==> config.mk <==
export PLATFORM = sky130hd
export DESIGN_NAME = calendar_date_to_day_number
export DESIGN_NICKNAME = d
export VERILOG_FILES = /design/src/rtl/cdd_pkg.sv /design/src/rtl/calendar_date_to_day_number.sv /design/src/rtl/cdd_front.sv /design/src/rtl/cdd_recip.sv /design/src/rtl/cdd_total.sv
export SDC_FILE = /design/constraint.sdc
export NUM_CORES = 1
export LEC_CHECK = 0
export BUFFER_PORTS_ARGS = -buffer_cell sky130_fd_sc_hd__buf_2
export CAP_MARGIN = 10
export CORE_MARGIN = 3
export CORE_UTILIZATION = 55
export CTS_CLUSTER_SIZE = 20
export DETAILED_ROUTE_END_ITERATION = 8
export PLACE_DENSITY = 0.88
export SLEW_MARGIN = 5
export SYNTH_ARGS = -nofsm -noshare
export SYNTH_HDL_FRONTEND = slang
export SYNTH_SLANG_ARGS = --single-unit
==> constraint.sdc <==
create_clock -name clk -period 6.2 [get_ports clk]
set_input_delay 0.62 -clock clk [delete_from_list [all_inputs] [get_ports clk]]
set_output_delay 0.62 -clock clk [all_outputs]
set_load 0.05 [all_outputs]
==> src/rtl/cdd_pkg.sv <==
// shared types, constants and the month table for the calendar date to day number block
// no dependencies; used by every module under rtl
package cdd_pkg;

  // calendar mode codes (value 3 acts as automatic)
  localparam logic [1:0] MODE_AUTO      = 2'd0;
  localparam logic [1:0] MODE_JULIAN    = 2'd1;
  localparam logic [1:0] MODE_GREGORIAN = 2'd2;

  // day origin codes (value 3 acts as plain day number)
  localparam logic [1:0] ORIGIN_JDN = 2'd0;
  localparam logic [1:0] ORIGIN_MJD = 2'd1;
  localparam logic [1:0] ORIGIN_TJD = 2'd2;

  // register index, taken from paddr[2]
  localparam logic REG_CALENDAR_MODE = 1'b0;
  localparam logic REG_DAY_ORIGIN    = 1'b1;

  localparam int AddrWidth = 3;
  localparam int DataWidth = 32;

  // reform date
  localparam logic signed [15:0] REFORM_YEAR    = 16'sd1582;
  localparam logic        [3:0]  REFORM_MONTH   = 4'd10;
  localparam logic        [4:0]  LAST_JULIAN_DAY = 5'd5;
  localparam logic        [4:0]  FIRST_GREG_DAY  = 5'd15;

  // year bias keeps the divide-by-100 operand non-negative (82 * 400)
  localparam logic signed [17:0] YEAR_BIAS = 18'sd32800;
  // reciprocal of 100, exact for operands below 91199 (biased years stay under 65568)
  localparam logic [16:0] RECIP_100   = 17'd83887;
  localparam int          RecipShift  = 23;
  localparam logic [16:0] HUNDRED     = 17'd100;

  // year-zero day numbers; gregorian one folds in the bias of both century terms
  localparam logic signed [24:0] JULIAN_BASE    = 25'sd1721058;
  localparam logic signed [24:0] GREGORIAN_BASE = 25'sd1721306;
  localparam logic signed [24:0] DAYS_PER_YEAR  = 25'sd365;
  localparam logic signed [24:0] MJD_OFFSET     = 25'sd2400001;
  localparam logic signed [24:0] TJD_OFFSET     = 25'sd2440001;

  // front stage payload
  typedef struct packed {
    logic signed [15:0] y;        // astronomical year
    logic        [16:0] u;        // biased year
    logic signed [9:0]  doy;      // day of year without leap day
    logic               march_on; // month past february
    logic               use_greg;
    logic               gap;
  } cdd_front_t;

  // divide stage payload
  typedef struct packed {
    logic signed [24:0] y365;
    logic signed [14:0] y4;       // floor((y + 3) / 4)
    logic        [1:0]  y_low;
    logic        [9:0]  q;        // biased year / 100
    logic        [6:0]  r;        // biased year % 100
    logic signed [9:0]  doy;
    logic               march_on;
    logic               use_greg;
    logic               gap;
  } cdd_recip_t;

  // days before the first of each month, zero for codes outside 1..12
  function automatic logic [8:0] days_before(input logic [3:0] m);
    logic [8:0] d;
    unique case (m)
      4'd2:    d = 9'd31;
      4'd3:    d = 9'd59;
      4'd4:    d = 9'd90;
      4'd5:    d = 9'd120;
      4'd6:    d = 9'd151;
      4'd7:    d = 9'd181;
      4'd8:    d = 9'd212;
      4'd9:    d = 9'd243;
      4'd10:   d = 9'd273;
      4'd11:   d = 9'd304;
      4'd12:   d = 9'd334;
      default: d = 9'd0;
    endcase
    return d;
  endfunction

endpackage

==> src/rtl/calendar_date_to_day_number.sv <==
// top level of the calendar date to day number converter
// depends on cdd_pkg, cdd_front, cdd_recip and cdd_total
//
// Converts one calendar date per clock into an integer day count while
// the output is not stalled. A date enters on in_valid/in_ready and its
// result leaves on out_valid/out_ready; the five register stages (decode,
// multiply, divide by 100, sum, origin offset) each hold one date, so a
// new date is taken every cycle and a stalled output only holds full stages.
// Years are historical (negative is BC, year zero acts as 1 BC). Register 0
// (byte address 0) picks the calendar: 0 automatic switch at the 1582
// reform, 1 proleptic Julian, 2 proleptic Gregorian, 3 same as automatic.
// Register 1 (byte address 4) picks the origin: 0 Julian day number, 1 MJD,
// 2 TJD, 3 same as 0. In automatic mode, 6 to 14 Oct 1582 set gap_error and
// give day_value 0. The user must write the registers over the APB port only
// while no date is in flight; the block does not enforce this.
module calendar_date_to_day_number (
  input  logic                          clk,
  input  logic                          rst,
  // configuration port
  input  logic                          psel,
  input  logic                          penable,
  input  logic                          pwrite,
  input  logic [cdd_pkg::AddrWidth-1:0] paddr,
  input  logic [cdd_pkg::DataWidth-1:0] pwdata,
  output logic [cdd_pkg::DataWidth-1:0] prdata,
  output logic                          pready,
  // date request
  input  logic                          in_valid,
  output logic                          in_ready,
  input  logic signed [15:0]            year,
  input  logic        [3:0]             month,
  input  logic        [4:0]             day_of_month,
  // day number result
  output logic                          out_valid,
  input  logic                          out_ready,
  output logic signed [24:0]            day_value,
  output logic                          gap_error
);
  import cdd_pkg::*;

  logic [1:0] calendar_mode;
  logic [1:0] day_origin;
  logic       cfg_write;

  cdd_front_t front_data;
  logic       front_valid;
  logic       front_ready;
  cdd_recip_t recip_data;
  logic       recip_valid;
  logic       recip_ready;

  // no wait states on the register port
  assign pready    = 1'b1;
  assign cfg_write = psel && penable && pwrite;

  // register file: index comes from address bit 2
  always_ff @(posedge clk) begin
    if (rst) begin
      calendar_mode <= MODE_AUTO;
      day_origin    <= ORIGIN_JDN;
    end else if (cfg_write) begin
      unique case (paddr[2])
        REG_CALENDAR_MODE: calendar_mode <= pwdata[1:0];
        REG_DAY_ORIGIN:    day_origin    <= pwdata[1:0];
      endcase
    end
  end

  // read back, zero extended
  always_comb begin
    unique case (paddr[2])
      REG_CALENDAR_MODE: prdata = {{(DataWidth-2){1'b0}}, calendar_mode};
      REG_DAY_ORIGIN:    prdata = {{(DataWidth-2){1'b0}}, day_origin};
    endcase
  end

  // stage 1: astronomical year, day of year, calendar choice and gap check
  cdd_front u_front (
    .clk           (clk),
    .rst           (rst),
    .in_valid      (in_valid),
    .in_ready      (in_ready),
    .year          (year),
    .month         (month),
    .day_of_month  (day_of_month),
    .calendar_mode (calendar_mode),
    .out_valid     (front_valid),
    .out_ready     (front_ready),
    .out_data      (front_data)
  );

  // stages 2 and 3: year products and century split
  cdd_recip u_recip (
    .clk       (clk),
    .rst       (rst),
    .in_valid  (front_valid),
    .in_ready  (front_ready),
    .in_data   (front_data),
    .out_valid (recip_valid),
    .out_ready (recip_ready),
    .out_data  (recip_data)
  );

  // stages 4 and 5: day number, origin offset, output register
  cdd_total u_total (
    .clk        (clk),
    .rst        (rst),
    .in_valid   (recip_valid),
    .in_ready   (recip_ready),
    .in_data    (recip_data),
    .day_origin (day_origin),
    .out_valid  (out_valid),
    .out_ready  (out_ready),
    .day_value  (day_value),
    .gap_error  (gap_error)
  );

endmodule

==> src/rtl/cdd_front.sv <==
// first pipeline stage: astronomical year, day of year, calendar choice
// depends on cdd_pkg
module cdd_front (
  input  logic                clk,
  input  logic                rst,
  input  logic                in_valid,
  output logic                in_ready,
  input  logic signed [15:0]  year,
  input  logic        [3:0]   month,
  input  logic        [4:0]   day_of_month,
  input  logic        [1:0]   calendar_mode,
  output logic                out_valid,
  input  logic                out_ready,
  output cdd_pkg::cdd_front_t out_data
);
  import cdd_pkg::*;

  cdd_front_t data_next;
  logic       early;
  logic       late;
  logic signed [15:0] y_astro;
  logic signed [17:0] u_wide;

  assign in_ready = !out_valid || out_ready;

  always_comb begin
    y_astro = year + {15'd0, year[15]};
    u_wide  = 18'(y_astro) + YEAR_BIAS;
    early = (year < REFORM_YEAR)
         || (year == REFORM_YEAR && month < REFORM_MONTH)
         || (year == REFORM_YEAR && month == REFORM_MONTH && day_of_month <= LAST_JULIAN_DAY);
    late  = (year > REFORM_YEAR)
         || (year == REFORM_YEAR && month > REFORM_MONTH)
         || (year == REFORM_YEAR && month == REFORM_MONTH && day_of_month >= FIRST_GREG_DAY);

    data_next.y        = y_astro;
    data_next.u        = u_wide[16:0];
    data_next.doy      = $signed({5'd0, day_of_month}) + $signed({1'b0, days_before(month)})
                       - 10'sd1;
    data_next.march_on = (month >= 4'd3) && (month <= 4'd12);
    unique case (calendar_mode)
      MODE_JULIAN: begin
        data_next.use_greg = 1'b0;
        data_next.gap      = 1'b0;
      end
      MODE_GREGORIAN: begin
        data_next.use_greg = 1'b1;
        data_next.gap      = 1'b0;
      end
      default: begin
        data_next.use_greg = !early;
        data_next.gap      = !early && !late;
      end
    endcase
  end

  always_ff @(posedge clk) begin
    if (rst) begin
      out_valid <= 1'b0;
    end else if (in_ready) begin
      out_valid <= in_valid;
    end
  end

  always_ff @(posedge clk) begin
    if (in_ready && in_valid) begin
      out_data <= data_next;
    end
  end

endmodule

==> src/rtl/cdd_recip.sv <==
// second and third pipeline stages: year times 365, quarter years,
// and biased year split by 100 through a reciprocal multiply
// depends on cdd_pkg
module cdd_recip (
  input  logic                clk,
  input  logic                rst,
  input  logic                in_valid,
  output logic                in_ready,
  input  cdd_pkg::cdd_front_t in_data,
  output logic                out_valid,
  input  logic                out_ready,
  output cdd_pkg::cdd_recip_t out_data
);
  import cdd_pkg::*;

  typedef struct packed {
    logic [33:0]        prod;
    logic [16:0]        u;
    logic signed [24:0] y365;
    logic signed [14:0] y4;
    logic [1:0]         y_low;
    logic signed [9:0]  doy;
    logic               march_on;
    logic               use_greg;
    logic               gap;
  } mul_stage_t;

  mul_stage_t mul_q;
  mul_stage_t mul_next;
  logic       mul_valid;
  logic       mul_ready;
  cdd_recip_t data_next;
  logic signed [16:0] y_plus3;
  logic [9:0]  quot;
  logic [16:0] rem_wide;

  assign mul_ready = !out_valid || out_ready;
  assign in_ready  = !mul_valid || mul_ready;

  always_comb begin
    y_plus3 = 17'(in_data.y) + 17'sd3;
    mul_next.prod     = {17'd0, in_data.u} * {17'd0, RECIP_100};
    mul_next.u        = in_data.u;
    mul_next.y365     = 25'(in_data.y) * DAYS_PER_YEAR;
    mul_next.y4       = 15'(y_plus3 >>> 2);
    mul_next.y_low    = in_data.y[1:0];
    mul_next.doy      = in_data.doy;
    mul_next.march_on = in_data.march_on;
    mul_next.use_greg = in_data.use_greg;
    mul_next.gap      = in_data.gap;
  end

  always_comb begin
    quot     = mul_q.prod[RecipShift +: 10];
    rem_wide = mul_q.u - {7'd0, quot} * HUNDRED;
    data_next.y365     = mul_q.y365;
    data_next.y4       = mul_q.y4;
    data_next.y_low    = mul_q.y_low;
    data_next.q        = quot;
    data_next.r        = rem_wide[6:0];
    data_next.doy      = mul_q.doy;
    data_next.march_on = mul_q.march_on;
    data_next.use_greg = mul_q.use_greg;
    data_next.gap      = mul_q.gap;
  end

  always_ff @(posedge clk) begin
    if (rst) begin
      mul_valid <= 1'b0;
      out_valid <= 1'b0;
    end else begin
      if (in_ready) begin
        mul_valid <= in_valid;
      end
      if (mul_ready) begin
        out_valid <= mul_valid;
      end
    end
  end

  always_ff @(posedge clk) begin
    if (in_ready && in_valid) begin
      mul_q <= mul_next;
    end
    if (mul_ready && mul_valid) begin
      out_data <= data_next;
    end
  end

endmodule

==> src/rtl/cdd_total.sv <==
// fourth and fifth pipeline stages: leap day, day number sum, origin offset
// depends on cdd_pkg
module cdd_total (
  input  logic                clk,
  input  logic                rst,
  input  logic                in_valid,
  output logic                in_ready,
  input  cdd_pkg::cdd_recip_t in_data,
  input  logic [1:0]          day_origin,
  output logic                out_valid,
  input  logic                out_ready,
  output logic signed [24:0]  day_value,
  output logic                gap_error
);
  import cdd_pkg::*;

  logic               sum_valid;
  logic               sum_ready;
  logic signed [24:0] jdn;
  logic               jdn_gap;
  logic signed [24:0] jdn_next;
  logic signed [24:0] value_next;
  logic signed [24:0] offset;
  logic signed [11:0] corr;
  logic               leap;
  logic               rem_zero;
  logic               cent_zero;
  logic signed [9:0]  doy_full;

  assign sum_ready = !out_valid || out_ready;
  assign in_ready  = !sum_valid || sum_ready;

  always_comb begin
    rem_zero  = (in_data.r == 7'd0);
    cent_zero = (in_data.q[1:0] == 2'd0);
    // century years not divisible by 400 drop the leap day under gregorian rules
    leap = (in_data.y_low == 2'd0) && !(in_data.use_greg && rem_zero && !cent_zero);
    doy_full = in_data.doy + {9'd0, leap && in_data.march_on};
    // -floor((y+99)/100) + floor((y+399)/400), biases folded into the base
    corr = $signed({4'd0, in_data.q[9:2]}) - $signed({2'd0, in_data.q})
         - $signed({11'd0, !rem_zero}) + $signed({11'd0, !(rem_zero && cent_zero)});
    jdn_next = in_data.y365 + 25'(in_data.y4) + 25'(doy_full)
             + (in_data.use_greg ? (GREGORIAN_BASE + 25'(corr)) : JULIAN_BASE);
  end

  always_comb begin
    unique case (day_origin)
      ORIGIN_MJD: offset = MJD_OFFSET;
      ORIGIN_TJD: offset = TJD_OFFSET;
      default:    offset = 25'sd0;
    endcase
    value_next = jdn_gap ? 25'sd0 : (jdn - offset);
  end

  always_ff @(posedge clk) begin
    if (rst) begin
      sum_valid <= 1'b0;
      out_valid <= 1'b0;
    end else begin
      if (in_ready) begin
        sum_valid <= in_valid;
      end
      if (sum_ready) begin
        out_valid <= sum_valid;
      end
    end
  end

  always_ff @(posedge clk) begin
    if (in_ready && in_valid) begin
      jdn     <= jdn_next;
      jdn_gap <= in_data.gap;
    end
    if (sum_ready && sum_valid) begin
      day_value <= value_next;
      gap_error <= jdn_gap;
    end
  end

endmodule
[Yosys cells after proc, flatten, opt, wreduce, memory -nomap -nowiden]
Memories as Yosys holds them, arrays and structs flattened.
Index checks and enable logic that the tools add are counted.
Storage, ports and cells
  word-level logic and storage cells: 117
  bits in latches: 0
  output and inout bits: 61
  RAM bits: 0
  input bits: 67
  register bits: 274
  memories kept: 1
  ROM bits: 144
Cells by class
  mux-type cells: 4
  div/mod/pow operators: 0
  eq/ne operators: 6
  reduce and logical (&&, ||, !) cells: 44
  bitwise logic cells: 1
  shifts and indexed selects: 0
  magnitude comparators: 8
  $add $sub $neg: 15
  $mul: 3
Memories
  (no name shown): words 16, width 9, read ports 1, clocked after Yosys merged registers in 0, wr ports 0, line cdd_pkg.sv:68  | unique case (m)
Operators with widths (number)
  32-bit case mux with 2 select lines: 1
  22-bit case mux with 2 select lines: 1
  17-bit by 17-bit multiplier with 33-bit output (second input constant): 1
  25-bit by 10-bit adder with 25-bit output: 1
  25-bit by 15-bit adder with 25-bit output: 1
  25-bit adder: 1
  16-bit by 10-bit multiplier with 25-bit output (second input constant): 1
  25-bit two-way mux: 1
  25-bit by 23-bit subtractor with 25-bit output: 1
  22-bit by 12-bit adder with 23-bit output (first input constant): 1
  1-bit logical AND: 19
  16-bit by 17-bit adder with 17-bit output (second input constant): 1
  16-bit by 3-bit adder with 17-bit output (second input constant): 1
  16-bit by 1-bit adder with 16-bit output: 1
  16-bit by 12-bit equality test with 1-bit output (second input constant): 1
  16-bit by 12-bit > comparator with 1-bit output (second input constant): 1
  16-bit by 12-bit less-than comparator with 1-bit output (second input constant): 1
  12-bit by 2-bit adder with 12-bit output: 1
  12-bit by 2-bit subtractor with 12-bit output: 1
  1-bit zero test: 11
  8-bit by 10-bit subtractor with 11-bit output: 1
  10-bit by 1-bit adder with 10-bit output: 1
  5-bit by 9-bit adder with 10-bit output: 1
  10-bit by 5-bit multiplier with 5-bit output (second input constant): 1
  other kinds (17): 29

[Logic depth before layout (Yosys ltp)]
  word-level depth: 9
  gate-level depth with buffers: 32
  gate-level depth less buffers: 32

[Hierarchy]
From an unflattened synthesis, not the netlist that was laid out.
Unflattened totals
  cell total of the unflattened synthesis: 2060
  area, all modules: 22641.7 µm²
Modules (own cells, without submodules)
  cdd_recip: area an instance 13660.6 µm², seq. area each 4244.1 µm², cells each 1154, times used 1
  cdd_total: area an instance 5735.5 µm², seq. area each 1601.5 µm², cells each 588, times used 1
  cdd_front: area an instance 2805.2 µm², seq. area each 1251.2 µm², cells each 267, times used 1
  calendar_date_to_day_number: area an instance 440.4 µm², seq. area each 80.1 µm², cells each 51, times used 1

[Worst setup path after synthesis]
No wires, ideal clock.
  kind: register to register
  from: reg u_recip.out_data[22] (netlist name)
  to: reg u_total.jdn[24], data pin
  clock period less this slack: 6930 ps
  data required time: 5934 ps
  cell stages (with the launch flop): 32
  setup time: 266 ps
  setup slack: -730 ps
  buffers on the path: 1
  data arrival time: 6664 ps
  cell sequence: edfxtp_1 -> inv_1 -> ha_1 -> inv_1 -> fa_1 -> a21o_1 -> a21oi_1 -> xnor2_1 -> inv_1 -> ha_1 -> a41o_1 -> or4_1 -> and3_4 -> buf_6 -> or3_1 -> o211ai_2 -> xnor2_1 -> o21ai_2 -> nand3_1 -> fa_1 -> fa_1 -> inv_1 -> ha_1 -> a21o_1 -> a21o_1 -> a2111oi_0 -> a21oi_1 -> a21oi_1 -> nand2_1 -> a41o_1 -> o41ai_1 -> xnor2_1
On the way
  word-level cells in the longest chain between the ends: 6
RTL lines
  start, declared: line cdd_recip.sv:12  | output cdd_pkg::cdd_recip_t out_data
  start signal, assigned: line cdd_recip.sv:86  | out_data <= data_next;
  8-bit by 10-bit subtractor with 11-bit output: line cdd_total.sv:40  | corr = $signed({4'd0, in_data.q[9:2]}) - $signed({2'd0, in_data.q})
  12-bit by 2-bit subtractor with 12-bit output: line cdd_total.sv:41  | - $signed({11'd0, !rem_zero}) + $signed({11'd0, !(rem_zero && cent_zero)});
  12-bit by 2-bit adder with 12-bit output: line cdd_total.sv:41
  22-bit by 12-bit adder with 23-bit output: line cdd_total.sv:43  | + (in_data.use_greg ? (GREGORIAN_BASE + 25'(corr)) : JULIAN_BASE);
  25-bit two-way mux: line cdd_total.sv:43
  25-bit adder: line cdd_total.sv:43
  via u_total.jdn_next[24]: line cdd_total.sv:21  | logic signed [24:0] jdn_next;
  end signal, assigned: line cdd_total.sv:71  | jdn <= jdn_next;
  end, declared: line cdd_total.sv:19  | logic signed [24:0] jdn;
The timed path passes the listed nets, and every way through them passes these cells.
A chain may end at the register's enable or synchronous reset.

[Worst setup path after layout]
Same ends and word-level chain as after synthesis.

==> run metrics <==
drt total wl between 40000 and 50000 µm; global route overflow 0; result of the run finished with violations; CTS sink cnt 238; P&R area growth vs syn 15.0%; first drt pass iteration count 5; startpoint class of the critical path flip-flop; min Tclk post-route 6.89 ns; synthesized area per cell 11.4 µm²; H-tree depth 1; Site Rows 72; Post-Syn Instances between 1500 and 2000; post-route clock period utilization 111%; overall die width 205 µm; proportion of register bits with asynchronous set or reset after synthesis 0%; I/O pin cnt 128; full die area 42000 µm²; TritonCTS clock tree built; final-layout setup total negative slack -6.11 ns; Max Clock Freq 145 MHz; unrepaired setup endpoints after global routing true; violated checks setup timing; number of global-route vias before repair 15734; HPWL after DPL 38100 µm; highest-count cells in the layout ignoring fill and taps sky130_fd_sc_hd__inv_1 (339), sky130_fd_sc_hd__ha_1 (303), sky130_fd_sc_hd__edfxtp_1 (229); clock network latency to the later pin of the worst-skew pair 0.55 ns; all-layer global routing usage 22.9%; number of port buffers 64; maximum count of clock buffers along a single path 3; number of design rule violations left after detail routing 0; Via density 5.56; Yosys cell types 78; total of flip-flops plus latches after synthesis 238; warning count from the yosys run 0; worst setup path class flip-flop to flip-flop; sequential share of the synthesized area 32.4%; worst clock skew on the final layout roughly 0.024 ns; hold slack final 0.314 ns; slowest stage cell, crit path sky130_fd_sc_hd__fa_1; worst r2r path cells 32; Final Slew Violations 0; number of antenna repair diodes 0; data required time of the critical path around 6.5 ns; Max-Cap Viols 0; final-report setup violation count 13; top cell type's share of synthesized area about a third; slew at the pin with the worst max-slew slack 1.19 ns; cell area after technology mapping around 22000 µm²; top fanout value on the critical path 4; Worst path most repeated cell sky130_fd_sc_hd__a21o_1; effective utilization at floorplan 56.0%; number of antenna violations at the first check in global routing 0; detailed-route via count 14885; Post-DRT Antenna Nets 0; WL/cell 18.1 µm; CTS Hold Bufs 0; Slew Limit Headroom between 10% and 20%; largest cells by area after synthesis sky130_fd_sc_hd__edfxtp_1 (32%), sky130_fd_sc_hd__fa_1 (21%), sky130_fd_sc_hd__ha_1 (18%), sky130_fd_sc_hd__inv_1 (6.0%), sky130_fd_sc_hd__xnor2_1 (4.2%); final critical-path setup slack -0.691 ns; layout cells sized above 1 16.7%; number of fillers in the final layout 2625; Die H 205 µm; signal arrival time at the worst endpoint 7.16 ns; kind of end point of the critical path flip-flop; post-synthesis cell type with the largest combined area sky130_fd_sc_hd__edfxtp_1; fin nets 2740; most frequently used flop master after synthesis sky130_fd_sc_hd__edfxtp_1; largest net degree at the start of global routing 69; Hold Fails Final Rpt 0; clock edge transition at the registers on the reported setup and hold paths 0.06 ns; Worst path max stage delay 0.53 ns; most frequent standard cell in the layout excluding fill and tap cells sky130_fd_sc_hd__inv_1; Hold/Removal Path Class input pin to flip-flop; final estimated routing congestion in global placement just under 1; buffer type at the clock tree root sky130_fd_sc_hd__clkbuf_16; cts bufs inserted 25; first-pass GRT wire length 77100 µm; number of enable flip-flop cells after synthesis 229; area inside the core boundary approximately 39000 µm²; WHS Path Cells 3; first-iteration detailed-routing DRC count 948
timing repair:
item / 4_1_cts / 5_1_grt
setup endpoints to repair: 13 / 19
pin swaps: 16 / 18
buffers inserted: 8 / 35
gates resized for setup: 22 / 43
sequential cells by signal (all words and copies together), names as in the netlist:
signal	cells
u_front.out_valid	1
u_recip.out_valid	1
u_total.sum_valid	1
u_total.gap_error	1
calendar_mode	2
u_total.jdn_gap	1
u_recip.out_data	68
day_origin	2
u_recip.mul_q	5
u_recip.mul_valid	1
u_front.out_data	41
u_total.jdn	25
u_recip.data_next	63
u_total.day_value	25
u_total.out_valid	1
area by class of cell:
cell class / instances / area [µm²] / area share, %
Multi-Input combinational cell: 1304 / 13600 / 54.5
Timing Repair Buffer: 221 / 1540 / 6.16
Inverter: 350 / 1310 / 5.25
Clock buffer: 28 / 637 / 2.55
Clock inverter: 18 / 184 / 0.735
Tap cell: 518 / 648 / 2.59
Sequential cell: 238 / 7060 / 28.2
kinds of logic after synthesis:
kind of cell               synth area share [%]
adders and majority gates                  38.4
buffers and inverters                      7.37
and+or+nand+nor                            6.91
AOI/OAI and AO/OA                          7.91
DFF                                        32.4
xor gates and xnor gates                   6.26
muxes                                     0.656
other                                    0.0345
metal layers:
metal | up-vias | GRT usage, % | share of wire (%)
li1 | 6862 | - | -
met1 | 7271 | 26.8 | 36
met2 | 582 | 41.8 | 52
met3 | 170 | 3.05 | 6.5
met4 | 0 | 10.8 | 5.4
met5 | - | 0 | 0
through the flow:
step,worst slack [ns],cell area (µm²),cells,utilization (%)
after floorplan,-0.340,22000,1936,-
after global placement,-0.470,23600,2588,60.7
after detailed placement,-0.674,23600,2588,60.7
after CTS,-0.561,24500,2642,63.2
after global routing,-0.940,25000,2677,64.4
final,-0.691,25000,2677,64.4
cells in the mapped netlist (11+ instances only):
master / instances
sky130_fd_sc_hd__inv_1: 350
sky130_fd_sc_hd__ha_1: 310
sky130_fd_sc_hd__edfxtp_1: 229
sky130_fd_sc_hd__fa_1: 223
sky130_fd_sc_hd__xnor2_1: 104
sky130_fd_sc_hd__nor2_1: 103
sky130_fd_sc_hd__a21oi_1: 85
sky130_fd_sc_hd__nand2_1: 60
sky130_fd_sc_hd__xor2_1: 46
sky130_fd_sc_hd__o21ai_0: 43
sky130_fd_sc_hd__a21o_1: 35
sky130_fd_sc_hd__buf_4: 31
sky130_fd_sc_hd__nand3_1: 31
sky130_fd_sc_hd__nor3_1: 20
sky130_fd_sc_hd__and3_1: 17
sky130_fd_sc_hd__nor2b_1: 15
sky130_fd_sc_hd__o21bai_1: 13
sky130_fd_sc_hd__mux2i_1: 12
sky130_fd_sc_hd__clkbuf_1: 11
sky130_fd_sc_hd__nand2b_1: 11
sky130_fd_sc_hd__or3_1: 11
worst max-delay path, delay by kind of cell, from the launching register on:
| family | cells | cell delay, ns |
|---|---|---|
| fa+ha+maj | 6 | 1.89 |
| simple gates | 2 | 0.32 |
| xor+xnor | 3 | 0.46 |
| mux | 1 | 0.11 |
| compound gates | 14 | 2.84 |
| buf+inv | 6 | 0.58 |
| flops | 1 | 0.41 |
final timing paths:
check / startpoint / end / slack, ns
worst max-delay path: u_recip.out_data[22] / u_total.jdn[24] / -0.69
worst min-delay path: in_valid / u_front.out_valid / 0.31
worst max register to register: u_recip.out_data[22] / u_total.jdn[24] / -0.69
worst min register to register: u_recip.data_next[40] / u_recip.out_data[40] / 0.40
Power is left out: the tool's default activity adds up to more than one toggle a clock period on the data nets, which glitch-free logic cannot reach.
